### src/design/fcc_pkg.sv
// Package for the false-color colormap: shared types, fixed-point constants,
// the level-to-t lookup table and the polynomial coefficient tables.
// No dependencies; every other design file imports it.
package fcc_pkg;

   localparam int LEVEL_W     = 8;
   localparam int LEVEL_COUNT = 256;
   localparam int LEVEL_TOP   = LEVEL_COUNT - 1;
   localparam int LEVEL_DEPTH = 1 << LEVEL_W;
   localparam int SEL_W       = 3;
   localparam int COLOR_W     = 8;
   localparam int FRAC_W      = 16;
   localparam int ONE         = 1 << FRAC_W;
   localparam int TU_W        = FRAC_W + 1;  // unsigned t, 0 .. ONE
   localparam int T_W         = TU_W + 1;    // signed t
   localparam int CHAN_W      = 21;          // signed channel and accumulator
   localparam int PROD_W      = T_W + CHAN_W;
   localparam int NUM_CHAN    = 3;
   localparam int NUM_COEF    = 5;

   typedef enum logic [SEL_W-1:0] {
      MAP_JET     = 3'd0,
      MAP_HOT     = 3'd1,
      MAP_PLASMA  = 3'd2,
      MAP_INFERNO = 3'd3,
      MAP_VIRIDIS = 3'd4
   } map_type;

   typedef logic signed [T_W-1:0]    tq_type;
   typedef logic signed [CHAN_W-1:0] chan_type;

   typedef struct packed {
      logic [SEL_W-1:0]            sel;
      tq_type                      t;
      chan_type [NUM_CHAN-1:0]     acc;
      chan_type [NUM_CHAN-1:0]     dir;
   } fcc_stage_type;

   typedef struct packed {
      logic [COLOR_W-1:0] red;
      logic [COLOR_W-1:0] green;
      logic [COLOR_W-1:0] blue;
   } fcc_rgb_type;

   typedef logic [LEVEL_DEPTH-1:0][TU_W-1:0] t_lut_type;

   // Level normalized to t = level / LEVEL_TOP in Q2.16, rounded half up.
   // Levels above the top saturate to t = 1.0.
   function automatic t_lut_type build_t_lut();
      t_lut_type lut;
      int        lvl;
      for (int i = 0; i < LEVEL_DEPTH; i++) begin
         lvl    = (i > LEVEL_TOP) ? LEVEL_TOP : i;
         lut[i] = TU_W'((lvl * 2 * ONE + LEVEL_TOP) / (2 * LEVEL_TOP));
      end
      return lut;
   endfunction

   localparam t_lut_type T_LUT = build_t_lut();

   // Coefficients c0..c4 in Q2.16; cubics carry a zero leading coefficient.
   localparam int PLASMA_COEF [NUM_CHAN][NUM_COEF] = '{
      '{  3302, 132937,  -85986,  15277,     0},
      '{  1953,  12595,   93653,-108209, 32768},
      '{ 34601, 103097, -162634,  57697,     0}
   };
   localparam int VIRIDIS_COEF [NUM_CHAN][NUM_COEF] = '{
      '{ 17498,    262,   32392,  15378,     0},
      '{   319,  66495,  -34836,  33557,     0},
      '{ 21589,  93302, -147633,  32734,     0}
   };

   function automatic chan_type poly_coef(logic [SEL_W-1:0] sel, logic [1:0] ch,
                                          logic [2:0] k);
      chan_type c;
      c = '0;
      if (sel == MAP_PLASMA) begin
         c = chan_type'(PLASMA_COEF[ch][k]);
      end else if (sel == MAP_VIRIDIS) begin
         c = chan_type'(VIRIDIS_COEF[ch][k]);
      end
      return c;
   endfunction

endpackage

### src/design/fcc_horner.sv
// One Horner step of the polynomial maps on all three channels:
// acc becomes c[K] + floor(t * acc / 2^16). Depends on fcc_pkg.
module fcc_horner import fcc_pkg::*; #(
   parameter int K = 0
) (
   input  logic          clock,
   input  logic          reset,
   input  logic          in_valid,
   output logic          in_ready,
   input  fcc_stage_type in_stage,
   output logic          out_valid,
   input  logic          out_ready,
   output fcc_stage_type out_stage
);

   logic                      valid_ff;
   fcc_stage_type             stage_ff;
   fcc_stage_type             stage_in;
   logic signed [PROD_W-1:0]  prod [NUM_CHAN];

   assign in_ready = !valid_ff || out_ready;

   always_comb begin
      stage_in = in_stage;
      for (int c = 0; c < NUM_CHAN; c++) begin
         prod[c]         = PROD_W'(in_stage.t) * PROD_W'(in_stage.acc[c]);
         stage_in.acc[c] = chan_type'(poly_coef(in_stage.sel, 2'(c), 3'(K))
                                      + chan_type'(prod[c] >>> FRAC_W));
      end
   end

   always_ff @(posedge clock) begin
      if (reset) begin
         valid_ff <= 1'b0;
      end else if (in_ready) begin
         valid_ff <= in_valid;
      end
   end

   always_ff @(posedge clock) begin
      if (in_valid && in_ready) begin
         stage_ff <= stage_in;
      end
   end

   assign out_valid = valid_ff;
   assign out_stage = stage_ff;

endmodule

### config.mk
export PLATFORM = sky130hd
export DESIGN_NAME = fcc_horner
export DESIGN_NICKNAME = d
export VERILOG_FILES = /design/src/design/fcc_pkg.sv /design/src/design/fcc_horner.sv
export SDC_FILE = /design/constraint.sdc
export NUM_CORES = 2
export LEC_CHECK = 0
export ABC_AREA = 1
export BUFFER_PORTS_ARGS = -buffer_cell sky130_fd_sc_hd__clkbuf_2
export CORE_ASPECT_RATIO = 0.75
export CORE_UTILIZATION = 30
export CTS_CLUSTER_DIAMETER = 50
export DETAILED_ROUTE_END_ITERATION = 7
export GPL_TIMING_DRIVEN = 0
export PLACE_DENSITY_LB_ADDON = 0.1
export SLEW_MARGIN = 20
export SYNTH_ARGS = -nofsm -noshare
export SYNTH_HDL_FRONTEND = slang
export SYNTH_SLANG_ARGS = --single-unit
### constraint.sdc
create_clock -name clock -period 25.6 [get_ports clock]
set_clock_uncertainty 0.15 [all_clocks]
set_input_delay 5.12 -clock clock [delete_from_list [all_inputs] [get_ports clock]]
set_output_delay 5.12 -clock clock [all_outputs]
set_load 0.02 [all_outputs]
* After elaboration in Yosys (flattened, before gate mapping)
Cells that the tools add are included.
** Word-level totals
- Input bits :: 151
- Register bits :: 148
** Operators by class
- $add $sub $neg :: 3
- Equality and inequality tests :: 2
- Reduce and logical (&&, ||, !) cells :: 3
- Multiplexer cells :: 6
- $mul :: 3
** Operator list (count)
- $mul 18x21->37 :: 3
- $add 21x21->21 :: 3
- $mux 15 :: 2
- $mux 21 :: 1
- $mux 16 :: 1
- $mux 11 :: 1
- $mux 9 :: 1
- $eq 3x2->1 const B :: 1
- $eq 3x3->1 const B :: 1
- $logic_and 1x1->1 :: 1
- $logic_not 1->1 :: 1
- $logic_or 1x1->1 :: 1

* Depth between registers and ports, before layout
- Depth in word-level cells :: 4
- Mapped depth :: 41

* Least setup slack after synthesis
No wires, ideal clock.
- Path type :: input -> register
- Start :: in in_valid
- End :: reg stage_ff, in the netlist out_stage[0], enable pin
- Setup time :: 0.702 ns
- Cell stages on the path :: 2
- Data arrival time :: 12.232 ns
- Setup slack :: 12.515 ns
- Path buffers :: 0
- Cell sequence :: inv_1 -> a21oi_1
** On the way
- Word-level cells in the longest chain between the ends :: 1
** Ends and longest elaborated chain
- start, declared :: line fcc_horner.sv:8 : input logic in_valid,
- $logic_and 1x1->1 :: line fcc_horner.sv:41 : if (in_valid && in_ready) begin
- end signal, assigned :: line fcc_horner.sv:42 : stage_ff <= stage_in;
- end, declared :: line fcc_horner.sv:17 : fcc_stage_type stage_ff;
Every way passes these cells.
A chain may end at the register's enable or synchronous reset.

==> impl_metrics.py <==
metrics = {
    "run_status": {
        "outcome": "finished clean",
    },
    "route": {
        "routed_wl_mm": 185.1,
        "vias_per_cell": 4.553,
        "via_count": 38480,
        "post_drt_wl_per_cell_um": 21.90,
        "drtPass1Iterations": 7,
        "ant_nets": 0,
        "drtIter0Drc": 3502,
        "post-route-drc-count": 0,
    },
    "sta": {
        "tightest_slew_ns": 1.352,
        "fin_ws_ns": 11.73,
        "fmax_mhz": 72.08,
        "setup_viol": 0,
        "slew_headroom_pct": 9.893,
        "hold_violations": 0,
        "tns_ns": 0,
        "drv_slew": 0,
        "period_share_pct": 54.20,
        "period_minus_slack_ns": 13.87,
        "rsz0062_at_grt": "no",
    },
    "cells_and_area": {
        "layout_common_cells": "inv_1 (1,919), nand2_1 (1,540), fa_1 (1,088)",
        "fill_cells": 17180,
        "syn2layout_area_growth_pct": 10.04,
        "layout-drive-gt1-share_pct": 6.477,
        "nNetsFinal": 7847,
        "final_common_cell": "inv_1",
    },
    "worst_setup_path": {
        "slowest_delay_ns": 0.75,
        "criticalPathCategory": "input pin to flip-flop",
        "crit_slowest_cell": "clkbuf_1",
        "critPathBufInv": 8,
        "regToRegStartpoint": "out_valid",
        "required_ns": 25.74,
        "cp-start-kind": "input pin",
        "crit_top_cell": "nand2_1",
        "rrSetupSlack_ns": 23.34,
        "regToRegEndpoint": "out_stage[112]",
        "crit_arrival_ns": 14.01,
        "reg2regPathDepth": 6,
        "crit_family": "adder cells",
        "crit_path_max_fanout": 10,
        "endpoint_kind": "flip-flop",
    },
    "clock_tree": {
        "cts_tree": "built",
        "cts_htree_levels": 4,
        "clk_latency_ns": 0.52,
        "cts_root_buf": "clkbuf_16",
        "cts_max_path_buffers": 2,
        "clk_pin_slew_worst_paths_ns": 0.08,
        "cts_resized": 0,
        "cts_num_sinks": 148,
        "cts_buffers": 17,
        "cts_hold_buf": 0,
        "postCtsSetupBuffers": 0,
    },
    "worst_hold_path": {
        "holdCritStartpoint": "out_valid",
        "min_path_cells": 2,
        "min_to": "out_valid",
        "hold_class": "flip-flop to flip-flop",
    },
    "synthesis": {
        "avgSynthCellArea_um2": 8.031,
        "ys_ff_latch": 148,
        "synth_ff_type": "edfxtp_1",
        "async_flop_share_pct": 0,
        "synthCells": 6031,
        "netlist_area_mm2": 0.04844,
        "ys.warnings.count": 0,
        "synth_area_leaders": "fa_1 (45%), inv_1 (15%), nand2_1 (12%), edfxtp_1 (9.1%), ha_1 (7.9%)",
        "yosysTopAreaCell": "fa_1",
        "synth_top_area_share_pct": 44.97,
        "synth_edf_count": 147,
        "synth_cell_type_count": 44,
        "ys_seq_area_share_pct": 9.155,
        "synth_nets": 7576,
    },
    "die": {
        "rows": 127,
        "die_h_um": 350.0,
        "pin_count": 300,
        "start_util_pct": 30.27,
        "dieWidth_um": 466.0,
        "coreArea_mm2": 0.1600,
        "die_area_mm2": 0.1631,
    },
    "placement": {
        "place_congestion": 0.9366,
        "dp_slack_ns": 11.31,
        "dpl.hpwl_mm": 158.0,
        "numPortBuffers": 236,
    },
    "global_routing": {
        "antenna_found_initial": 34,
        "grt-ovfl-total": 0,
        "grtUsageTotal_pct": 23.24,
        "grt_pass1_vias": 39340,
        "grt_start_max_net_pins": 22,
        "grt_pass1_wl_mm": 271.5,
    },
    "flow_run": {
        "maxCapViolCount": 0,
    },
}
[worst min-delay path, cell delays in order (launching register included)]
cell and delay (ns):
dfxtp_1 0.34, nand2_1 0.10, a21oi_1 0.06
[registers in the layout, indices dropped and copies added, names as in the netlist]
register,count
out_valid,1
out_stage,147
[final cells by class]
class / instances / area [µm²] / area share (%)
Multi-Input combinational cell: 3708 / 35850 / 67.27
Inverter: 1924 / 7222 / 13.55
Antenna cell: 9 / 22.52 / 0.04226
Tap cell: 2128 / 2663 / 4.996
Sequential cell: 148 / 4434 / 8.320
Clock buffer: 17 / 425.4 / 0.7982
Clock inverter: 15 / 131.4 / 0.2465
Timing Repair Buffer: 252 / 1541 / 2.892
Buffer: 251 / 1006 / 1.887
[worst max path at each step]
stage / from / to / slack, ns / cells past startpoint
2_1_floorplan: in_valid / out_stage[0] / 12.52 / 2
3_3_place_gp: in_valid / out_stage[129] / 7.41 / 3
3_5_place_dp: in_stage[143] / out_stage[100] / 11.31 / 33
4_1_cts: in_stage[143] / out_stage[100] / 11.89 / 33
5_1_grt: in_stage[143] / out_stage[100] / 11.36 / 33
6_report: in_stage[143] / out_stage[100] / 11.73 / 33
[through the flow]
step                std cells  hold slack [ns]  util, %  instance area [µm²]
finish                   8452           0.3912    33.31                53300
global route             8449           0.4265    33.30                53290
CTS                      8443           0.3913    33.29                53260
detailed placement       8411           0.3811    32.94                52700
global placement         8395           0.3311    32.67                52280
floorplan                6031           0.5555        -                48440
[synthesized netlist by cell type, types with 3 or more instances]
library cell,instances
nand2_1,1541
a21o_1,7
clkbuf_1,222
xnor2_1,43
ha_1,306
o21bai_1,15
o211ai_1,4
nand3b_1,5
or2_2,29
nand2_2,17
buf_1,23
a31oi_1,8
nand4_1,25
inv_2,5
a21boi_0,6
edfxtp_1,147
xor2_1,78
fa_1,1088
nor4_1,6
buf_2,4
nand2_4,3
inv_1,1919
nand3_2,3
o21ai_0,58
nor2_2,8
nor2_4,4
nor3_1,20
nor2_1,175
nand3_1,107
a21oi_1,134
[cells by family (layout without fill, tap and decap cells)]
family                   after synthesis  after routing  synth area share, %
adder cells (fa/ha/maj)             1394           1394                52.87
buffers and inverters               2175           2459                16.88
AND/OR/NAND/NOR                     1950           1950                16.13
other                                  0              9                    0
XOR/XNOR                             121            121                2.188
AO/OA/AOI/OAI                        243            243                2.772
flip-flops                           148            148                9.155
[layer usage]
layer  routed length, µm  track usage (%)  share of wire, %
met2               76800            33.80                41
met5                  15                0            0.0081
met1               87520            34.57                47
met3               16460            5.211               8.9
met4                4316            5.631               2.3
Power is not shown: default switching activity piles up to over one toggle a cycle in this logic, so the estimate is an artifact.
