**config.mk**
```make
export PLATFORM = sky130hd
export DESIGN_NAME = fcc_ramp
export DESIGN_NICKNAME = d
export VERILOG_FILES = /design/src/design/fcc_pkg.sv /design/src/design/fcc_ramp.sv
export SDC_FILE = /design/constraint.sdc
export NUM_CORES = 1
export LEC_CHECK = 0
export BUFFER_PORTS_ARGS = -buffer_cell sky130_fd_sc_hd__buf_2
export CAP_MARGIN = 20
export CORE_MARGIN = 1
export CORE_UTILIZATION = 64
export DETAILED_ROUTE_END_ITERATION = 6
export PLACE_DENSITY = 0.88
export SLEW_MARGIN = 20
export SYNTH_ARGS = -nofsm -noshare
export SYNTH_HDL_FRONTEND = slang
export SYNTH_SLANG_ARGS = --single-unit
```
**constraint.sdc**
```tcl
create_clock -name clock -period 18.3 [get_ports clock]
set_input_delay 2.745 -clock clock [delete_from_list [all_inputs] [get_ports clock]]
set_output_delay 2.745 -clock clock [all_outputs]
set_load 0.01 [all_outputs]
```
**src/design/fcc_pkg.sv**
```systemverilog
// Package for the false-color colormap: shared types, fixed-point constants,
// the level-to-t lookup table and the polynomial coefficient tables.
// No dependencies; every other design file imports it.
package fcc_pkg;

   localparam int LEVEL_W     = 8;
   localparam int LEVEL_COUNT = 256;
   localparam int LEVEL_TOP   = LEVEL_COUNT - 1;
   localparam int LEVEL_DEPTH = 1 << LEVEL_W;
   localparam int SEL_W       = 3;
   localparam int COLOR_W     = 8;
   localparam int FRAC_W      = 16;
   localparam int ONE         = 1 << FRAC_W;
   localparam int TU_W        = FRAC_W + 1;  // unsigned t, 0 .. ONE
   localparam int T_W         = TU_W + 1;    // signed t
   localparam int CHAN_W      = 21;          // signed channel and accumulator
   localparam int PROD_W      = T_W + CHAN_W;
   localparam int NUM_CHAN    = 3;
   localparam int NUM_COEF    = 5;

   typedef enum logic [SEL_W-1:0] {
      MAP_JET     = 3'd0,
      MAP_HOT     = 3'd1,
      MAP_PLASMA  = 3'd2,
      MAP_INFERNO = 3'd3,
      MAP_VIRIDIS = 3'd4
   } map_type;

   typedef logic signed [T_W-1:0]    tq_type;
   typedef logic signed [CHAN_W-1:0] chan_type;

   typedef struct packed {
      logic [SEL_W-1:0]            sel;
      tq_type                      t;
      chan_type [NUM_CHAN-1:0]     acc;
      chan_type [NUM_CHAN-1:0]     dir;
   } fcc_stage_type;

   typedef struct packed {
      logic [COLOR_W-1:0] red;
      logic [COLOR_W-1:0] green;
      logic [COLOR_W-1:0] blue;
   } fcc_rgb_type;

   typedef logic [LEVEL_DEPTH-1:0][TU_W-1:0] t_lut_type;

   // Level normalized to t = level / LEVEL_TOP in Q2.16, rounded half up.
   // Levels above the top saturate to t = 1.0.
   function automatic t_lut_type build_t_lut();
      t_lut_type lut;
      int        lvl;
      for (int i = 0; i < LEVEL_DEPTH; i++) begin
         lvl    = (i > LEVEL_TOP) ? LEVEL_TOP : i;
         lut[i] = TU_W'((lvl * 2 * ONE + LEVEL_TOP) / (2 * LEVEL_TOP));
      end
      return lut;
   endfunction

   localparam t_lut_type T_LUT = build_t_lut();

   // Coefficients c0..c4 in Q2.16; cubics carry a zero leading coefficient.
   localparam int PLASMA_COEF [NUM_CHAN][NUM_COEF] = '{
      '{  3302, 132937,  -85986,  15277,     0},
      '{  1953,  12595,   93653,-108209, 32768},
      '{ 34601, 103097, -162634,  57697,     0}
   };
   localparam int VIRIDIS_COEF [NUM_CHAN][NUM_COEF] = '{
      '{ 17498,    262,   32392,  15378,     0},
      '{   319,  66495,  -34836,  33557,     0},
      '{ 21589,  93302, -147633,  32734,     0}
   };

   function automatic chan_type poly_coef(logic [SEL_W-1:0] sel, logic [1:0] ch,
                                          logic [2:0] k);
      chan_type c;
      c = '0;
      if (sel == MAP_PLASMA) begin
         c = chan_type'(PLASMA_COEF[ch][k]);
      end else if (sel == MAP_VIRIDIS) begin
         c = chan_type'(VIRIDIS_COEF[ch][k]);
      end
      return c;
   endfunction

endpackage

```
**src/design/fcc_ramp.sv**
```systemverilog
// Second pipeline stage: evaluates the piecewise linear maps (jet, hot,
// inferno) and loads the polynomial accumulators. Depends on fcc_pkg.
module fcc_ramp import fcc_pkg::*; (
   input  logic          clock,
   input  logic          reset,
   input  logic          in_valid,
   output logic          in_ready,
   input  fcc_stage_type in_stage,
   output logic          out_valid,
   input  logic          out_ready,
   output fcc_stage_type out_stage
);

   logic                valid_ff;
   fcc_stage_type       stage_ff;
   fcc_stage_type       stage_in;
   chan_type            tc;
   logic signed [35:0]  inf_prod;
   chan_type            inf_b;

   assign in_ready = !valid_ff || out_ready;
   assign tc       = chan_type'(in_stage.t);
   assign inf_prod = 36'(tc) * 36'sd78643;

   always_comb begin
      inf_b = chan_type'(39322 - (inf_prod >>> FRAC_W));
      if (inf_b < 0) begin
         inf_b = '0;
      end else if (inf_b > 39322) begin
         inf_b = chan_type'(39322);
      end
   end

   always_comb begin
      stage_in     = in_stage;
      stage_in.dir = '0;
      for (int c = 0; c < NUM_CHAN; c++) begin
         stage_in.acc[c] = poly_coef(in_stage.sel, 2'(c), 3'(NUM_COEF - 1));
      end
      if (in_stage.sel == MAP_JET) begin
         priority if (tc < 8192) begin
            stage_in.dir[2] = chan_type'(32768 + 4 * tc);
         end else if (tc < 24576) begin
            stage_in.dir[1] = chan_type'(4 * (tc - 8192));
            stage_in.dir[2] = chan_type'(ONE);
         end else if (tc < 40960) begin
            stage_in.dir[0] = chan_type'(4 * (tc - 24576));
            stage_in.dir[1] = chan_type'(ONE);
            stage_in.dir[2] = chan_type'(ONE - 4 * (tc - 24576));
         end else if (tc < 57344) begin
            stage_in.dir[0] = chan_type'(ONE);
            stage_in.dir[1] = chan_type'(ONE - 4 * (tc - 40960));
         end else begin
            stage_in.dir[0] = chan_type'(ONE - 4 * (tc - 57344));
         end
      end else if (in_stage.sel == MAP_HOT) begin
         // Slopes of 2.5 and 5 are exact, so the products reduce to a multiply by 5 and a shift.
         stage_in.dir[0] = chan_type'((5 * tc) >>> 1);
         stage_in.dir[1] = chan_type'((5 * (tc - 26214)) >>> 1);
         stage_in.dir[2] = chan_type'(5 * (tc - 52429));
      end else if (in_stage.sel == MAP_INFERNO) begin
         stage_in.dir[0] = chan_type'((3 * tc) >>> 1);
         stage_in.dir[1] = chan_type'(2 * (tc - 16384));
         stage_in.dir[2] = inf_b;
      end
   end

   always_ff @(posedge clock) begin
      if (reset) begin
         valid_ff <= 1'b0;
      end else if (in_ready) begin
         valid_ff <= in_valid;
      end
   end

   always_ff @(posedge clock) begin
      if (in_valid && in_ready) begin
         stage_ff <= stage_in;
      end
   end

   assign out_valid = valid_ff;
   assign out_stage = stage_ff;

endmodule

```
=== Word level (Yosys, flattened, before mapping) ===
Cells that the tools add are included.

* Add/subtract/negate cells: 12
* Multipliers: 5
* $lt $le $gt $ge: 6
* Equal/unequal tests: 3
* Muxes and demuxes: 14
* Reductions and logical operators: 4

{| class="wikitable"
|+ Operator list
! operator !! count
|-
| 63-bit two-way mux || 3
|-
| 21-bit two-way mux || 7
|-
| 42-bit two-way mux || 3
|-
| 18-bit by 21-bit subtractor with 21-bit output (first input constant) || 3
|-
| 18-bit by 16-bit subtractor with 19-bit output (second input constant) || 3
|-
| 18-bit by 17-bit subtractor with 19-bit output (second input constant) || 3
|-
| 18-bit by 17-bit < comparator with 1-bit output (second input constant) || 2
|-
| 18-bit by 18-bit multiplier with 36-bit output (second input constant) || 1
|-
| 4-bit by 18-bit multiplier with 22-bit output (first input constant) || 1
|-
| 4-bit by 19-bit multiplier with 22-bit output (first input constant) || 1
|-
| 17-bit by 20-bit adder with 21-bit output (first input constant) || 1
|-
| 21-bit by 17-bit > comparator with 1-bit output (second input constant) || 1
|-
| 21-bit by 1-bit < comparator with 1-bit output (second input constant) || 1
|-
| 3-bit by 18-bit multiplier with 21-bit output (first input constant) || 1
|-
| 4-bit by 19-bit multiplier with 21-bit output (first input constant) || 1
|-
| 17-bit by 20-bit subtractor with 21-bit output (first input constant) || 1
|-
| 18-bit by 15-bit subtractor with 19-bit output (second input constant) || 1
|-
| 18-bit by 15-bit < comparator with 1-bit output (second input constant) || 1
|-
| 18-bit by 16-bit < comparator with 1-bit output (second input constant) || 1
|-
| 16-bit two-way mux || 1
|-
| 3-bit by 2-bit == test with 1-bit output (second input constant) || 2
|-
| 3-bit by 1-bit == test with 1-bit output (second input constant) || 1
|-
| 3-bit zero test || 1
|-
| 1-bit logical AND || 1
|-
| other kinds (2) || 2
|}

* Flip-flop bits (word level): 106
* Output and inout bits: 149
* Word-level logic and storage cells: 51

=== Longest topological paths before layout ===
* Depth after elaboration: 8
* Gate-level depth with buffers: 31
* Depth with buffers taken out: 29

=== Worst setup path after synthesis ===
No wires, ideal clock.

* Path kind: input to register
* Start point: input port in_stage[139] (netlist name)
* End point: register stage_ff (netlist bit out_stage[51]) (data pin)
* Setup time: 0.180 ns
* Arrival: 9.722 ns
* Data required time: 18.120 ns
* Path slack: 8.398 ns
* Stages: 29
* Cells stage by stage: clkbuf_1 -> inv_1 -> ha_1 -> clkbuf_1 -> inv_1 -> fa_1 -> fa_1 -> inv_1 -> fa_1 -> inv_1 -> fa_1 -> inv_1 -> ha_1 -> a21oi_1 -> nand2_1 -> o2bb2ai_1 -> nor2_1 -> a21o_1 -> a21oi_1 -> xnor2_1 -> ha_1 -> or3b_2 -> a211oi_2 -> o211ai_1 -> a2111oi_2 -> nor4b_2 -> nor2_4 -> nand2_1 -> o41ai_2

{| class="wikitable"
|+ RTL lines
! element !! line !! RTL
|-
| start: declaration || fcc_ramp.sv:8 || <nowiki>input fcc_stage_type in_stage,</nowiki>
|-
| end signal: assignment || fcc_ramp.sv:78 || <nowiki>stage_ff <= stage_in;</nowiki>
|-
| end: declaration || fcc_ramp.sv:15 || <nowiki>fcc_stage_type stage_ff;</nowiki>
|}

==> flow_summary.ini <==
[floorplan]
start_util_pct = 65.4
placementRows = 59
die_area_um2 = 27400
core_area_um2 = 26100
io_pins = 300
dieHeight_um = 165
die_w_um = 165

[timing]
setup_violations = 0
worstMarginPinSlew_ns = 1.10
fin_crit_ns = 11.70
finalWorstSetupSlack_ns = 6.60
slew_headroom_pct = 26.1
post-route-period-util_pct = 63.9
maxSlewViolCount = 0
hold_viol = 0
rsz0062_at_grt = no
fmax_mhz = 85.5
tns_ns = 0
finClkSkew_ns = 0.0110

[placed_design]
dp_hpwl_mm = 41.2
portBuffers = 111
gp_congestion = 1.01
post_dp_cell_area_um2 = 17600
dpl_worst_slack_ns = 6.62

[synthesis]
syn_avg_cell_area_um2 = 8.65
synth_ff_type = edfxtp_1
synth-edff-count = 85
seq_area_frac_synth_pct = 15.0
yosysWarnings = 0
ys_types = 99
syn_area_um2 = 17100
post-synth-top-area-cell = ha_1
synthCells = 1978
synth.area.top_cells = ha_1 (20%), edfxtp_1 (15%), fa_1 (15%)
async_reset_ff_share_pct = 0
synth_seq_cells = 86
synth_top_cell_area_share_pct = 20.2

[outcome]
violations = DRC
outcome = complete, but fails checks

[cts]
root_buffer = clkbuf_16
clock_latency_ns = 0.36
clock_sinks = 86
clockBufferDepth = 2
ctsHoldBuffers = 0
numCtsBuffers = 9
post_cts_buffers = 0
htreeDepth = 3
clk_pin_slew_ns = 0.08
post_cts_resized = 0
cts_tree = yes

[detailed_routing]
drtPass1Iterations = 7
drc_errors = 20
postRouteAntennaNets = 0
drt_iter0_drc = 1537
vias = 15100
wl_mm = 51.7
wl_per_cell_um = 21.7
viasPerCell = 6.34

[setup_path]
crit_required_ns = 18.36
critPathCaptureType = flip-flop
critPathLaunchType = primary input
cp_max_fo = 26
path_class = in -> reg
cp_slowest_stage_delay_ns = 0.89
critPathSlowestCell = o41ai_1
reg2reg_setup_slack_ns = 16.68
critPathArrivalTime_ns = 11.76
crit_top_cell = inv_1

[global_route]
grt_use_total_pct = 38.6
antenna_found_initial = 0
grt_pass1_wl_mm = 80.3
grt_max_degree = 86
grt-ovfl-total = 0
grt_pass1_vias = 15000

[worst_hold_path]
min_path_type = reg -> reg

[final_layout]
syn_to_final_growth_pct = 5.14
final_area_um2 = 18000
antennaDiodeCount = 0
num-nets-final = 2594
layout-drive-gt1-share_pct = 9.33
nFillCells = 2133

[run]
cap_violations = 0
state kept, by name, indices dropped and copies added, names as in the netlist:
name / flops
out_stage: 85
out_valid: 1
cells by family after synthesis:
group                      after synthesis  share of synthesized area (%)
muxes                                   18                           1.17
adders and majority gates              400                           34.7
DFF                                     86                           15.0
and+or+nand+nor                        440                           12.6
AOI/OAI and AO/OA                      485                           18.8
xor gates and xnor gates               137                           7.06
other                                    1                         0.0219
buffers and inverters                  411                           10.5
through the flow:
step                hold slack, ns  util [%]  cells
floorplan                    0.593         -   2039
global placement             0.494      67.5   2367
detailed placement           0.509      67.5   2367
CTS                          0.520      68.8   2383
global route                 0.568      68.8   2383
finish                       0.527      68.8   2383
layout make-up:
cell class	instances	area (um2)	area share, %
Inverter	283	1060	5.91
Multi-Input combinational cell	1542	13000	72.1
Clock inverter	7	103	0.571
Timing Repair Buffer	121	634	3.53
Clock buffer	9	225	1.25
Tap cell	335	419	2.33
Sequential cell	86	2570	14.3
layout by cell type, fill, tap and decap left out, types with 18 or more instances in the layout:
cell type,instances
o21ai_0,104
nor2_1,98
edfxtp_1,85
xnor2_1,95
xor2_1,41
a31oi_1,19
fa_1,124
and2_1,18
conb_1,62
buf_2,111
a21oi_1,119
ha_1,276
nand3_1,38
inv_1,281
a21o_1,33
nor3_1,35
nand2_1,137
worst max-delay path, delay by kind of cell:
kind	cells	cell delay, ns
adder cells (fa/ha/maj)	7	3.32
AND/OR/NAND/NOR	3	0.83
buffers and inverters	6	1.11
AO/OA/AOI/OAI	11	3.60
XOR/XNOR	1	0.12
final timing paths:
path                       from             end  depth (start not counted)
setup reg to reg      out_valid  out_stage[136]                          3
hold / removal        out_valid       out_valid                          2
hold reg to reg       out_valid       out_valid                          2
setup / recovery  in_stage[139]   out_stage[54]                         28
layer usage:
| layer | GRT usage (%) | part of all wire, % |
|---|---|---|
| met3 | 6.29 | 8.8 |
| met5 | 0 | 0 |
| met2 | 64.4 | 47 |
| met4 | 20.1 | 5.3 |
| met1 | 48.0 | 39 |
cell usage after synthesis (19+ instances only):
library cell  number
inv_1            281
ha_1             276
nand2_1          137
fa_1             124
a21oi_1          119
o21ai_0          104
nor2_1            98
xnor2_1           95
edfxtp_1          85
buf_4             65
clkbuf_1          50
xor2_1            41
nand3_1           38
nor3_1            36
a21o_1            33
a31oi_1           19
and2_1            19
Power is left out: the tool's default activity adds up to more than one toggle a clock period on the data nets, which glitch-free logic cannot reach.
