--- src/design/fcc_pkg.sv ---
// Package for the false-color colormap: shared types, fixed-point constants,
// the level-to-t lookup table and the polynomial coefficient tables.
// No dependencies; every other design file imports it.
package fcc_pkg;

   localparam int LEVEL_W     = 8;
   localparam int LEVEL_COUNT = 256;
   localparam int LEVEL_TOP   = LEVEL_COUNT - 1;
   localparam int LEVEL_DEPTH = 1 << LEVEL_W;
   localparam int SEL_W       = 3;
   localparam int COLOR_W     = 8;
   localparam int FRAC_W      = 16;
   localparam int ONE         = 1 << FRAC_W;
   localparam int TU_W        = FRAC_W + 1;  // unsigned t, 0 .. ONE
   localparam int T_W         = TU_W + 1;    // signed t
   localparam int CHAN_W      = 21;          // signed channel and accumulator
   localparam int PROD_W      = T_W + CHAN_W;
   localparam int NUM_CHAN    = 3;
   localparam int NUM_COEF    = 5;

   typedef enum logic [SEL_W-1:0] {
      MAP_JET     = 3'd0,
      MAP_HOT     = 3'd1,
      MAP_PLASMA  = 3'd2,
      MAP_INFERNO = 3'd3,
      MAP_VIRIDIS = 3'd4
   } map_type;

   typedef logic signed [T_W-1:0]    tq_type;
   typedef logic signed [CHAN_W-1:0] chan_type;

   typedef struct packed {
      logic [SEL_W-1:0]            sel;
      tq_type                      t;
      chan_type [NUM_CHAN-1:0]     acc;
      chan_type [NUM_CHAN-1:0]     dir;
   } fcc_stage_type;

   typedef struct packed {
      logic [COLOR_W-1:0] red;
      logic [COLOR_W-1:0] green;
      logic [COLOR_W-1:0] blue;
   } fcc_rgb_type;

   typedef logic [LEVEL_DEPTH-1:0][TU_W-1:0] t_lut_type;

   // Level normalized to t = level / LEVEL_TOP in Q2.16, rounded half up.
   // Levels above the top saturate to t = 1.0.
   function automatic t_lut_type build_t_lut();
      t_lut_type lut;
      int        lvl;
      for (int i = 0; i < LEVEL_DEPTH; i++) begin
         lvl    = (i > LEVEL_TOP) ? LEVEL_TOP : i;
         lut[i] = TU_W'((lvl * 2 * ONE + LEVEL_TOP) / (2 * LEVEL_TOP));
      end
      return lut;
   endfunction

   localparam t_lut_type T_LUT = build_t_lut();

   // Coefficients c0..c4 in Q2.16; cubics carry a zero leading coefficient.
   localparam int PLASMA_COEF [NUM_CHAN][NUM_COEF] = '{
      '{  3302, 132937,  -85986,  15277,     0},
      '{  1953,  12595,   93653,-108209, 32768},
      '{ 34601, 103097, -162634,  57697,     0}
   };
   localparam int VIRIDIS_COEF [NUM_CHAN][NUM_COEF] = '{
      '{ 17498,    262,   32392,  15378,     0},
      '{   319,  66495,  -34836,  33557,     0},
      '{ 21589,  93302, -147633,  32734,     0}
   };

   function automatic chan_type poly_coef(logic [SEL_W-1:0] sel, logic [1:0] ch,
                                          logic [2:0] k);
      chan_type c;
      c = '0;
      if (sel == MAP_PLASMA) begin
         c = chan_type'(PLASMA_COEF[ch][k]);
      end else if (sel == MAP_VIRIDIS) begin
         c = chan_type'(VIRIDIS_COEF[ch][k]);
      end
      return c;
   endfunction

endpackage

--- src/design/fcc_emit.sv ---
// Last pipeline stage and output register: picks the channel values of the
// selected map, clamps them to [0,1] and scales to 8 bits. Depends on fcc_pkg.
module fcc_emit import fcc_pkg::*; (
   input  logic          clock,
   input  logic          reset,
   input  logic          in_valid,
   output logic          in_ready,
   input  fcc_stage_type in_stage,
   output logic          out_valid,
   input  logic          out_ready,
   output fcc_rgb_type   out_rgb
);

   logic               valid_ff;
   fcc_rgb_type        rgb_ff;
   fcc_rgb_type        rgb_in;
   chan_type           val   [NUM_CHAN];
   logic [TU_W-1:0]    clamp [NUM_CHAN];
   logic [24:0]        scaled [NUM_CHAN];
   logic [COLOR_W-1:0] color [NUM_CHAN];

   assign in_ready = !valid_ff || out_ready;

   always_comb begin
      for (int c = 0; c < NUM_CHAN; c++) begin
         if (in_stage.sel == MAP_PLASMA || in_stage.sel == MAP_VIRIDIS) begin
            val[c] = in_stage.acc[c];
         end else if (in_stage.sel == MAP_JET || in_stage.sel == MAP_HOT
                      || in_stage.sel == MAP_INFERNO) begin
            val[c] = in_stage.dir[c];
         end else begin
            val[c] = '0;
         end
         priority if (val[c] < 0) begin
            clamp[c] = '0;
         end else if (val[c] > ONE) begin
            clamp[c] = TU_W'(ONE);
         end else begin
            clamp[c] = TU_W'(val[c]);
         end
         scaled[c] = 25'(clamp[c]) * 25'd255 + 25'd32768;
         color[c]  = scaled[c][FRAC_W+COLOR_W-1:FRAC_W];
      end
      rgb_in.red   = color[0];
      rgb_in.green = color[1];
      rgb_in.blue  = color[2];
   end

   always_ff @(posedge clock) begin
      if (reset) begin
         valid_ff <= 1'b0;
      end else if (in_ready) begin
         valid_ff <= in_valid;
      end
   end

   always_ff @(posedge clock) begin
      if (in_valid && in_ready) begin
         rgb_ff <= rgb_in;
      end
   end

   assign out_valid = valid_ff;
   assign out_rgb   = rgb_ff;

endmodule

--- config.mk ---
export PLATFORM = sky130hd
export DESIGN_NAME = fcc_emit
export DESIGN_NICKNAME = d
export VERILOG_FILES = /design/src/design/fcc_pkg.sv /design/src/design/fcc_emit.sv
export SDC_FILE = /design/constraint.sdc
export NUM_CORES = 1
export LEC_CHECK = 0
export BUFFER_PORTS_ARGS = -buffer_cell sky130_fd_sc_hd__buf_2
export CELL_PAD_IN_SITES_DETAIL_PLACEMENT = 0
export CELL_PAD_IN_SITES_GLOBAL_PLACEMENT = 1
export CORE_MARGIN = 5
export CORE_UTILIZATION = 49
export CTS_CLUSTER_DIAMETER = 30
export CTS_CLUSTER_SIZE = 25
export DETAILED_ROUTE_END_ITERATION = 10
export GPL_TIMING_DRIVEN = 0
export MAX_ROUTING_LAYER = met4
export PLACE_DENSITY_LB_ADDON = 0.1
export SLEW_MARGIN = 30
export SYNTH_ARGS = -nofsm -noshare
export SYNTH_HDL_FRONTEND = slang
export SYNTH_SLANG_ARGS = --single-unit
--- constraint.sdc ---
create_clock -name clock -period 20 [get_ports clock]
set_input_delay 3 -clock clock [delete_from_list [all_inputs] [get_ports clock]]
set_output_delay 3 -clock clock [all_outputs]
set_load 0.02 [all_outputs]
; ---- Word-level counts from Yosys, hierarchy flattened
; Index checks and enable logic that the tools add are counted.
[classes]
addsub = 3
multipliers = 3
magnitude_cmp = 6
n_eq_ne = 4
n_mux = 12
n_reduce_logical = 7
[op_table]
columns = op, n
row1 = two-way mux 21 bit, 6
row2 = two-way mux 17 bit, 6
row3 = "adder 24 x 16 -> 24 bit, second input constant", 3
row4 = "multiplier 17 x 8 -> 24 bit, second input constant", 3
row5 = "> comparator 21 x 18 -> 1 bit, second input constant", 3
row6 = "< comparator 21 x 1 -> 1 bit, second input constant", 3
row7 = "== test 3 x 2 -> 1 bit, second input constant", 2
row8 = logical OR 1 bit, 4
row9 = "== test 3 x 1 -> 1 bit, second input constant", 1
row10 = "== test 3 bit, second input constant", 1
row11 = logical NOT 3 bit, 1
row12 = logical AND 1 bit, 1
row13 = logical NOT 1 bit, 1
[word_totals]
reg_bits = 25
in_bits = 151
out_inout_bits = 26
elab_cells = 39

; ---- Depth between registers and ports, before layout
; Gate-level depths: netlist (run 1).
[depth]
depth_word = 10
mapped_depth = 25
ltp_nobuf = 23

; ---- Least setup slack after synthesis (run 1)
; Ideal clock, no wire load.
[synth_timing]
path_type = input -> register
from = in in_stage[116] (netlist bit)
to = reg rgb_ff, in the netlist out_rgb[7] (data pin)
setup_ps = 275
arrival_ps = 8287
required_ps = 19725
slack_ps = 11437
cell_stages = 22
n_path_buf = 1
cell_sequence = or4_1 or4_1 o21ai_1 a21oi_1 nor2_1 buf_2 nand2_1 fa_1 fa_1 inv_1 fa_1 inv_1 fa_1 inv_1 ha_1 a21oi_1 o21ai_0 a31o_2 a211o_1 o31ai_2 mux2i_1 a221oi_1
[synth_lines]
columns = element, line_no
row1 = from (decl), fcc_emit.sv:8  ; input fcc_stage_type in_stage,
row2 = to (signal assigned), fcc_emit.sv:59  ; rgb_ff <= rgb_in;
row3 = to (decl), fcc_emit.sv:15  ; fcc_rgb_type rgb_ff;

==> impl_metrics.py, run 1 <==
metrics = {
    "outcome": {
        "outcome": "completed",
    },
    "clock_network": {
        "cts_resized": 0,
        "cts_tree": "done",
        "cts_buffers": 3,
        "root_buffer": "clkbuf_16",
        "clk_latency_ns": 0.28,
        "clock_sink_count": 25,
        "cts.reportedPaths.clkPinSlew_ns": 0.08,
        "htree_levels": 1,
        "post-cts-setup-buffers": 0,
        "cts_hold_repair.buffers": 0,
        "clockBufferDepth": 2,
    },
    "setup_path": {
        "critPathTopFamily": "adder cells",
        "crit_type": "in2reg",
        "path_max_fanout": 10,
        "crit_path_end_kind": "register",
        "worst-path-buf-inv": 7,
        "startpoint": "in_stage[145]",
        "cp_slowest_cell": "o21ai_0",
        "reg2reg_from": "out_valid$_SDFFE_PP0N_",
        "cp.arrival_ns": 9.58,
        "crit_chain": "buf_2 > nor2b_1 > nor2_1 > buf_2 > buf_2 > clkbuf_1 > a22o_1 > nand2_1 > fa_1 > fa_1 > inv_1 > fa_1 > inv_1 > fa_1 > inv_1 > ha_1 > nand4_1 > nor3_1 > o2111ai_1 > o21ai_0 > nand4_1 > o21ai_0 > xnor2_1",
        "cp_slowest_stage_delay_ns": 0.60,
        "cp-start-kind": "input pin",
        "crit_required_ns": 20.04,
        "crit_path_frequent_cell": "fa_1",
    },
    "sta": {
        "rsz0062_at_grt": "false",
        "setup_viol": 0,
        "fin_crit_ns": 9.54,
        "tightest_slew_ns": 0.781,
        "final.setup_skew_ns": 0.00497,
        "drv_slew": 0,
        "hold_ws_ns": 0.518,
        "setup_tns_ns": 0,
        "slew-limit-headroom": 0.479,
        "period_share": 0.477,
        "hold_viol_final": 0,
        "fmax_mhz": 105,
    },
    "synthesis": {
        "seq_area_frac_synth": 0.0673,
        "syn_inst": 1180,
        "ys_seq_elements": 25,
        "synth_nets": 1703,
        "ys.flop_type": "edfxtp_1",
        "synthArstFlopShare": 0,
        "yosysWarningCount": 0,
        "synth_cell_types": 58,
        "synth_edf_count": 24,
        "netlist_area_sq_um": 11000,
        "syn_area_per_cell_sq_um": 9.33,
    },
    "power_and_ir_drop": {
        "total_power_mw": 1.04,
        "peakVddDrop_mv": 0.0745,
        "leakagePower_nw": 6.86,
        "p_per_area_nw_per_um2": 84.6,
    },
    "routing": {
        "drtAntennaViolNets": 0,
        "first_pass_iters": 5,
        "drc": 0,
        "vias_per_cell": 5.07,
        "wl_per_cell_microns": 16.4,
        "wirelength_mm": 26.7,
        "num_vias": 8249,
        "drt_iter0_drc": 464,
    },
    "finish": {
        "drive_above_1_share": 0.145,
        "area_growth_pct": 11.3,
        "ff_latch_area_sq_um": 741,
        "nFillCells": 2067,
        "finalNetCount": 1869,
        "multi_input_area_sq_um": 8760,
    },
    "global_routing": {
        "grt_max_degree": 25,
        "grt-ovfl-total": 0,
        "first_global_vias": 8890,
        "grt_pass1_wl_mm": 44.8,
        "grtUsageTotal": 0.225,
        "antenna_found_initial": 1,
    },
    "placement": {
        "port-buffer-count": 158,
        "gp_congestion": 0.943,
        "dp_hpwl_mm": 24.6,
    },
    "min_path": {
        "min_path_type": "reg2reg",
        "min_from": "out_valid$_SDFFE_PP0N_",
    },
    "floorplan": {
        "die_width_microns": 160,
        "dieArea_sq_um": 25600,
        "num_io_pins": 177,
        "core_area_sq_um": 22000,
        "placementRows": 54,
        "die_y_microns": 160,
        "start_util": 0.501,
    },
    "run": {
        "cap_violations": 0,
    },
}
cell usage after synthesis (2+ instances only):
master / count / area [sq um]
xor2_1: 10 / 87.6
clkbuf_1: 8 / 30.0
or3_1: 7 / 43.8
o21bai_1: 5 / 37.5
inv_1: 379 / 1420
nand3_1: 7 / 35.0
nor3_1: 5 / 25.0
nand2_1: 55 / 206
a31o_2: 2 / 17.5
edfxtp_1: 24 / 721
xnor2_1: 23 / 201
a211oi_1: 5 / 37.5
ha_1: 156 / 1950
a21o_1: 10 / 75.1
and2_1: 22 / 138
nor4_1: 17 / 106
a211o_1: 4 / 35.0
nor2_1: 30 / 113
a22oi_1: 14 / 105
o21ai_0: 15 / 75.1
o21ai_1: 3 / 15.0
nand2b_1: 4 / 25.0
nor2b_1: 8 / 50.1
a21oi_1: 28 / 140
or2_2: 10 / 62.6
fa_1: 216 / 4320
a31oi_1: 7 / 43.8
a221o_1: 2 / 20.0
and3_1: 5 / 31.3
buf_2: 7 / 35.0
or4_1: 4 / 30.0
a22o_1: 44 / 385
a222oi_1: 2 / 20.0
buf_1: 4 / 15.0
nand4_1: 11 / 68.8
a221oi_1: 5 / 43.8
final timing paths:
kind	to	cells past startpoint	slack, ns
worst max-delay path	out_rgb[23]$_DFFE_PP_	23	10.46
worst min-delay path	out_valid$_SDFFE_PP0N_	2	0.52
worst max register to register	out_rgb[16]$_DFFE_PP_	2	18.64
worst min register to register	out_valid$_SDFFE_PP0N_	2	0.52
power breakdown:
part           internal, mW  leakage (nW)  switching [mW]
sequential            0.107         0.241         0.00415
clock                0.0274        0.0371          0.0242
combinational         0.367          6.58           0.506
total                 0.502          6.86           0.535
area by class of cell:
cell class,count,area share
Multi-Input combinational cell,756,0.715
Inverter,379,0.116
Timing Repair Buffer,161,0.0663
Sequential cell,25,0.0604
Tap cell,280,0.0286
Buffer,20,0.00715
Clock buffer,3,0.00612
Clock inverter,1,0.000612
Antenna cell,1,0.000204
cell usage in the layout (no fill, tap or decap), drive strengths merged, types with 5 or more instances in the layout:
master,count
nor2b,8
o21bai,5
buf,172
o21ai,18
nand4,11
ha,156
clkbuf,11
nand2,55
nor4,17
a31oi,7
and2,22
nor3,6
or2,11
xnor2,23
a22oi,14
a22o,45
a21oi,28
edfxtp,24
xor2,10
nor2,31
or3,7
and3,5
a211oi,5
nand3,7
fa,216
a21o,10
inv,379
a221oi,6
worst reg2reg max path: stages (launching register included):
cell and delay [ns]:
dfxtp_1 0.31, nand2b_1 0.10, and2_2 0.58
routing by layer:
metal,track usage,up-vias,share of wire
met2,0.362,168,0.48
met5,-,-,0
met4,0.0497,0,0.019
li1,-,4032,-
met3,0.0273,25,0.045
met1,0.309,4024,0.46
flip-flops by register name, indices dropped and copies added, names as in the netlist:
signal and flops:
out_rgb 24, out_valid 1
per-stage QoR:
| stage | setup WS (ns) | std cells | area [sq um] | utilization |
|---|---|---|---|---|
| after global routing | 10.03 | 1626 | 12300 | 0.558 |
| after global placement | 9.88 | 1618 | 12100 | 0.553 |
| after CTS | 10.37 | 1625 | 12300 | 0.558 |
| after floorplan | 11.44 | 1180 | 11000 | - |
| after detailed placement | 10.09 | 1621 | 12200 | 0.554 |
| final | 10.46 | 1626 | 12300 | 0.558 |
kinds of logic after synthesis:
logic type	share of synthesized area
and+or+nand+nor	0.0907
xor gates and xnor gates	0.0263
adders and majority gates	0.570
DFF	0.0673
muxes	0.00193
buffers and inverters	0.137
AOI/OAI and AO/OA	0.107
No activity file was read; power rests on OpenSTA's default activity.
==> run 2, diff against run 1 <==
--- a/config.mk
+++ b/config.mk
@@ -9,7 +9,7 @@
 export CELL_PAD_IN_SITES_DETAIL_PLACEMENT = 0
 export CELL_PAD_IN_SITES_GLOBAL_PLACEMENT = 1
 export CORE_MARGIN = 5
-export CORE_UTILIZATION = 49
+export CORE_UTILIZATION = 41
 export CTS_CLUSTER_DIAMETER = 30
 export CTS_CLUSTER_SIZE = 25
 export DETAILED_ROUTE_END_ITERATION = 10
==> constraint.sdc (replaced) <==
create_clock -name clock -period 8.4 [get_ports clock]
set_input_delay 1.26 -clock clock [delete_from_list [all_inputs] [get_ports clock]]
set_output_delay 1.26 -clock clock [all_outputs]
set_load 0.02 [all_outputs]
==> run 2 against run 1 <==
  * Final cell count increased by 3.7%
  * Via count is essentially flat
  * Clock power grew 140%
  * Non-clock buffer count is the same
  * Cell area grew 0.80%
  * Critical path depth unchanged
  * Global-route usage fell by 2.2 points
  * Flip-flop and latch count unchanged
  * Critical path type unchanged
  * Largest power group unchanged
==> impl_metrics.py, run 2 (same netlist as run 1, synthesis figures left out) <==
metrics = {
    "sta": {
        "fmax_mhz": 128,
        "tightest_slew_ns": 0.833,
        "drv_slew": 0,
        "setup_viol": 0,
        "fin_crit_ns": 7.83,
        "period_share": 0.932,
        "slew-limit-headroom": 0.445,
        "final.setup_skew_ns": 0.00429,
        "hold_viol_final": 0,
        "rsz0062_at_grt": "false",
    },
    "finish": {
        "nFillCells": 2681,
        "layout_common_cells": "inv_1, fa_1, buf_2",
        "drive_above_1_share": 0.148,
        "area_growth_pct": 12.2,
        "layout.cells.non_filler": 1686,
        "antenna_cells": 0,
        "largest_reg_flops": 24,
        "finalNetCount": 1869,
        "layout_commonest_cell": "inv_1",
        "multi_input_area_sq_um": 8780,
        "ff_latch_area_sq_um": 741,
        "post-route-util": 0.462,
    },
    "run": {
        "cap_violations": 0,
    },
    "clock_network": {
        "cts_buffers": 3,
        "cts_hold_repair.buffers": 0,
        "clock_sink_count": 25,
        "clockBufferDepth": 2,
        "cts_tree": "done",
        "clk_latency_ns": 0.28,
        "cts.reportedPaths.clkPinSlew_ns": 0.08,
        "htree_levels": 1,
        "root_buffer": "clkbuf_16",
    },
    "global_routing": {
        "grtUsageTotal": 0.203,
        "grt_pass1_wl_mm": 47.7,
        "grt_max_degree": 25,
        "antenna_found_initial": 0,
        "first_global_vias": 9318,
        "grt-ovfl-total": 0,
    },
    "floorplan": {
        "dieArea_sq_um": 30200,
        "placementRows": 60,
        "start_util": 0.412,
        "core_area_sq_um": 26700,
        "die_y_microns": 174,
        "die_width_microns": 174,
        "num_io_pins": 177,
    },
    "setup_path": {
        "reg2reg_from": "out_valid$_SDFFE_PP0N_",
        "crit_end": "out_rgb[7]$_DFFE_PP_",
        "rrSetupSlack_ns": 7.02,
        "crit_required_ns": 8.41,
        "worstReg2RegEnd": "out_rgb[16]$_DFFE_PP_",
        "cp-start-kind": "input pin",
        "cp.arrival_ns": 7.84,
        "crit_path_end_kind": "register",
        "reg2reg_depth": 2,
        "startpoint": "in_stage[145]",
        "crit_type": "in2reg",
        "path_max_fanout": 10,
    },
    "placement": {
        "port-buffer-count": 158,
        "dp_hpwl_mm": 26.0,
        "gp_congestion": 0.895,
        "dp_cells": 1682,
    },
    "routing": {
        "drc": 0,
        "drtAntennaViolNets": 0,
        "drt_iter0_drc": 381,
        "num_vias": 8257,
        "first_pass_iters": 5,
        "wirelength_mm": 28.4,
        "wl_per_cell_microns": 16.8,
        "vias_per_cell": 4.90,
    },
    "min_path": {
        "min_path_type": "reg2reg",
    },
    "power_and_ir_drop": {
        "leakagePower_nw": 6.87,
        "total_power_mw": 2.48,
        "peakVddDrop_mv": 0.150,
        "p_per_area_nw_per_um2": 201,
    },
    "outcome": {
        "outcome": "completed",
    },
}
-- run 2: metrics by stage --
stage / TNS [ns] / hold slack [ns] / worst slack [ns] / instance area, sq um
after CTS: 0 / 0.517 / 0.104 / 12300
after global placement: -2.09 / 0.490 / -0.544 / 12200
after detailed placement: -0.169 / 0.502 / -0.149 / 12300
after global routing: 0 / 0.569 / 0.0385 / 12400
after floorplan: 0 / 0.729 / 1.58 / 11000
final: 0 / 0.507 / 0.567 / 12400
-- run 2: area by class of cell --
cell class | count | share of cell area
plain buffers | 20 | 0.00719
clock buffers | 3 | 0.00608
clock inverters | 1 | 0.000608
inverters | 379 | 0.115
multi-input cells | 756 | 0.710
flip-flops and latches | 25 | 0.0600
well taps | 341 | 0.0345
repair buffers | 161 | 0.0660
-- run 2: how the worst min path moves through the flow --
stage / start / end / cells past startpoint / slack [ns]
2_1_floorplan: out_valid$_SDFFE_PP0N_ / out_valid$_SDFFE_PP0N_ / 2 / 0.73
6_report: out_valid$_SDFFE_PP0N_ / out_valid$_SDFFE_PP0N_ / 2 / 0.51
3_3_place_gp: out_valid$_SDFFE_PP0N_ / out_valid$_SDFFE_PP0N_ / 2 / 0.49
5_1_grt: out_valid$_SDFFE_PP0N_ / out_valid$_SDFFE_PP0N_ / 2 / 0.57
3_5_place_dp: out_valid$_SDFFE_PP0N_ / out_valid$_SDFFE_PP0N_ / 2 / 0.50
4_1_cts: out_valid$_SDFFE_PP0N_ / out_valid$_SDFFE_PP0N_ / 2 / 0.52
-- run 2: layer usage --
metal,global-route usage,wire [microns],vias up
li1,-,-,4028
met1,0.273,13200,4055
met2,0.339,13700,154
met3,0.0222,1100,20
met4,0.0323,354,0
met5,-,0,-
-- run 2: worst max-delay path: stages --
cell and delay [ns]:
buf_2 0.14, nor2b_1 0.15, nor2_1 0.29, buf_2 0.39, buf_2 0.35, buf_1 0.65, nand2_1 0.12, a211o_1 0.44
fa_1 0.51, fa_1 0.56, inv_1 0.06, fa_1 0.52, inv_1 0.05, fa_1 0.49, inv_1 0.05, ha_1 0.30
a21oi_1 0.14, o21ai_0 0.08, a31o_2 0.26, a211o_1 0.33, o31ai_2 0.39, mux2i_1 0.24, a221oi_1 0.07
-- run 2: what timing repair did --
action                     in CTS  in global routing
resized for setup               0                  4
buffers inserted                0                  0
setup endpoints to repair       0                  7
-- run 2: power by group --
group	switching [mW]	internal (mW)
Combinational	1.22	0.875
Clock	0.0575	0.0652
Sequential	0.0113	0.255
Total	1.29	1.20
==> run 3, diff against run 2 <==
--- a/config.mk
+++ b/config.mk
@@ -5,7 +5,7 @@
 export SDC_FILE = /design/constraint.sdc
 export NUM_CORES = 1
 export LEC_CHECK = 0
-export BUFFER_PORTS_ARGS = -buffer_cell sky130_fd_sc_hd__buf_2
+export BUFFER_PORTS_ARGS = -buffer_cell sky130_fd_sc_hd__clkbuf_2
 export CELL_PAD_IN_SITES_DETAIL_PLACEMENT = 0
 export CELL_PAD_IN_SITES_GLOBAL_PLACEMENT = 1
 export CORE_MARGIN = 5
@@ -16,6 +16,7 @@
 export GPL_TIMING_DRIVEN = 0
 export MAX_ROUTING_LAYER = met4
 export PLACE_DENSITY_LB_ADDON = 0.1
+export RECOVER_POWER = 25
 export SLEW_MARGIN = 30
 export SYNTH_ARGS = -nofsm -noshare
 export SYNTH_HDL_FRONTEND = slang
==> constraint.sdc (replaced) <==
create_clock -name clock -period 8.4 [get_ports clock]
set_input_delay 0.84 -clock clock [delete_from_list [all_inputs] [get_ports clock]]
set_output_delay 0.84 -clock clock [all_outputs]
set_load 0.02 [all_outputs]
==> run 3 against run 2 <==
  * Count of clock-buffer cells in the layout is the same
  * Die area is the same
  * Worst hold slack gained 0.0068 ns
  * Final cell count is the same
  * Combinational power is essentially flat
  * Register-to-register slack is essentially flat
  * Global-route usage shrank 0.083 points
  * Total power shrank 0.25%
==> impl_metrics.py, run 3 (same netlist as run 1, synthesis figures left out) <==
metrics = {
    "outcome": {
        "outcome": "completed",
    },
    "floorplan": {
        "core_area_sq_um": 26700,
        "dieArea_sq_um": 30200,
        "die_y_microns": 174,
        "placementRows": 60,
        "die_width_microns": 174,
        "num_io_pins": 177,
        "start_util": 0.412,
    },
    "placement": {
        "gp_congestion": 0.910,
        "dp_hpwl_mm": 25.9,
        "placed_cell_area_sq_um": 12300,
        "port-buffer-count": 158,
    },
    "power_and_ir_drop": {
        "total_power_mw": 2.47,
        "p_per_area_nw_per_um2": 201,
        "peakVddDrop_mv": 0.131,
        "leakagePower_nw": 6.85,
    },
    "routing": {
        "drt_iter0_drc": 370,
        "first_pass_iters": 4,
        "vias_per_cell": 4.88,
        "drc": 0,
        "drtAntennaViolNets": 0,
        "wl_per_cell_microns": 16.8,
        "wirelength_mm": 28.3,
        "num_vias": 8231,
    },
    "global_routing": {
        "grtUsageTotal": 0.202,
        "grt_pass1_wl_mm": 47.4,
        "grt-ovfl-total": 0,
        "grt_max_degree": 25,
        "first_global_vias": 9191,
        "antenna_found_initial": 0,
    },
    "setup_path": {
        "crit_path_end_kind": "register",
        "crit_type": "in2reg",
        "reg2reg_depth": 2,
        "rrSetupSlack_ns": 7.01,
        "cp.arrival_ns": 7.87,
        "crit_required_ns": 8.43,
        "path_max_fanout": 10,
        "cp-start-kind": "input pin",
    },
    "clock_network": {
        "root_buffer": "clkbuf_16",
        "post-cts-setup-buffers": 0,
        "clock_sink_count": 25,
        "cts_hold_repair.buffers": 0,
        "htree_levels": 1,
        "cts_resized": 0,
        "cts.reportedPaths.clkPinSlew_ns": 0.08,
        "clockBufferDepth": 2,
        "cts_tree": "done",
        "cts_buffers": 3,
        "clk_latency_ns": 0.28,
    },
    "sta": {
        "rsz0062_at_grt": "false",
        "final.setup_skew_ns": 0.00463,
        "slew-limit-headroom": 0.412,
        "period_share": 0.933,
        "fin_crit_ns": 7.84,
        "hold_viol_final": 0,
        "setup_viol": 0,
        "fmax_mhz": 128,
        "tightest_slew_ns": 0.882,
        "drv_slew": 0,
    },
    "finish": {
        "largest_reg_flops": 24,
        "drive_above_1_share": 0.133,
        "area_growth_pct": 11.9,
        "nFillCells": 2695,
        "antenna_cells": 0,
        "stdcell_area_sq_um": 12300,
        "layout_common_cells": "inv_1, fa_1, ha_1",
        "finalNetCount": 1869,
        "layout_commonest_cell": "inv_1",
    },
    "run": {
        "cap_violations": 0,
    },
    "min_path": {
        "min_path_type": "reg2reg",
        "holdPathStages": 2,
    },
}
## run 3: cell count changes in the layout (fill, tap and decap cells not counted), sizes merged
cell,delta
buf,-159
clkbuf,+159
## run 3: per-stage QoR
step	util	setup TNS [ns]	std cells	hold slack, ns	setup slack, ns
finish	0.461	0	1686	0.514	0.561
CTS	0.462	0	1686	0.521	0.548
global placement	0.457	-0.0348	1679	0.497	-0.0348
global route	0.461	0	1686	0.561	0.0709
floorplan	-	0	1180	0.729	2.00
detailed placement	0.458	0	1682	0.508	0.280
## run 3: layout make-up
class	count	area, sq um	share of cell area
Multi-Input combinational cell	756	8760	0.711
Inverter	379	1420	0.116
Timing Repair Buffer	161	795	0.0645
Sequential cell	25	741	0.0602
Tap cell	341	427	0.0346
Buffer	20	88.8	0.00721
Clock buffer	3	75.1	0.00610
Clock inverter	1	7.51	0.000610
## run 3: path summary, 6_finish.rpt
kind / start / end
worst max-delay path: in_stage[96] / out_rgb[15]$_DFFE_PP_
worst min-delay path: out_valid$_SDFFE_PP0N_ / out_valid$_SDFFE_PP0N_
worst max register to register: out_valid$_SDFFE_PP0N_ / out_rgb[16]$_DFFE_PP_
worst min register to register: out_valid$_SDFFE_PP0N_ / out_valid$_SDFFE_PP0N_
## run 3: report_power, final
part           leakage, nW  internal, mW  switching, mW
clock               0.0371        0.0652         0.0566
sequential           0.241         0.255         0.0128
combinational         6.57         0.865           1.22
## run 3: routing by layer
layer / GRT usage / routed length (microns)
met1: 0.268 / 13000
met2: 0.332 / 13400
met3: 0.0305 / 1250
met4: 0.0403 / 563
met5: - / 0
## run 3: critical path, stage by stage
cell and delay, ns:
clkbuf_2 0.10, nor3_1 0.57, nand4_1 0.18, o41ai_1 0.62, a21oi_1 0.22, a221oi_2 0.45, clkbuf_1 0.42, nand2_1 0.24
fa_1 0.53, fa_1 0.55, inv_1 0.06, fa_1 0.53, inv_1 0.05, fa_1 0.48, inv_1 0.05, ha_1 0.28
and3_1 0.16, a221oi_1 0.29, o21ai_1 0.27, a2111oi_2 0.57, o21ai_1 0.19, nor2_1 0.15, xnor2_1 0.07
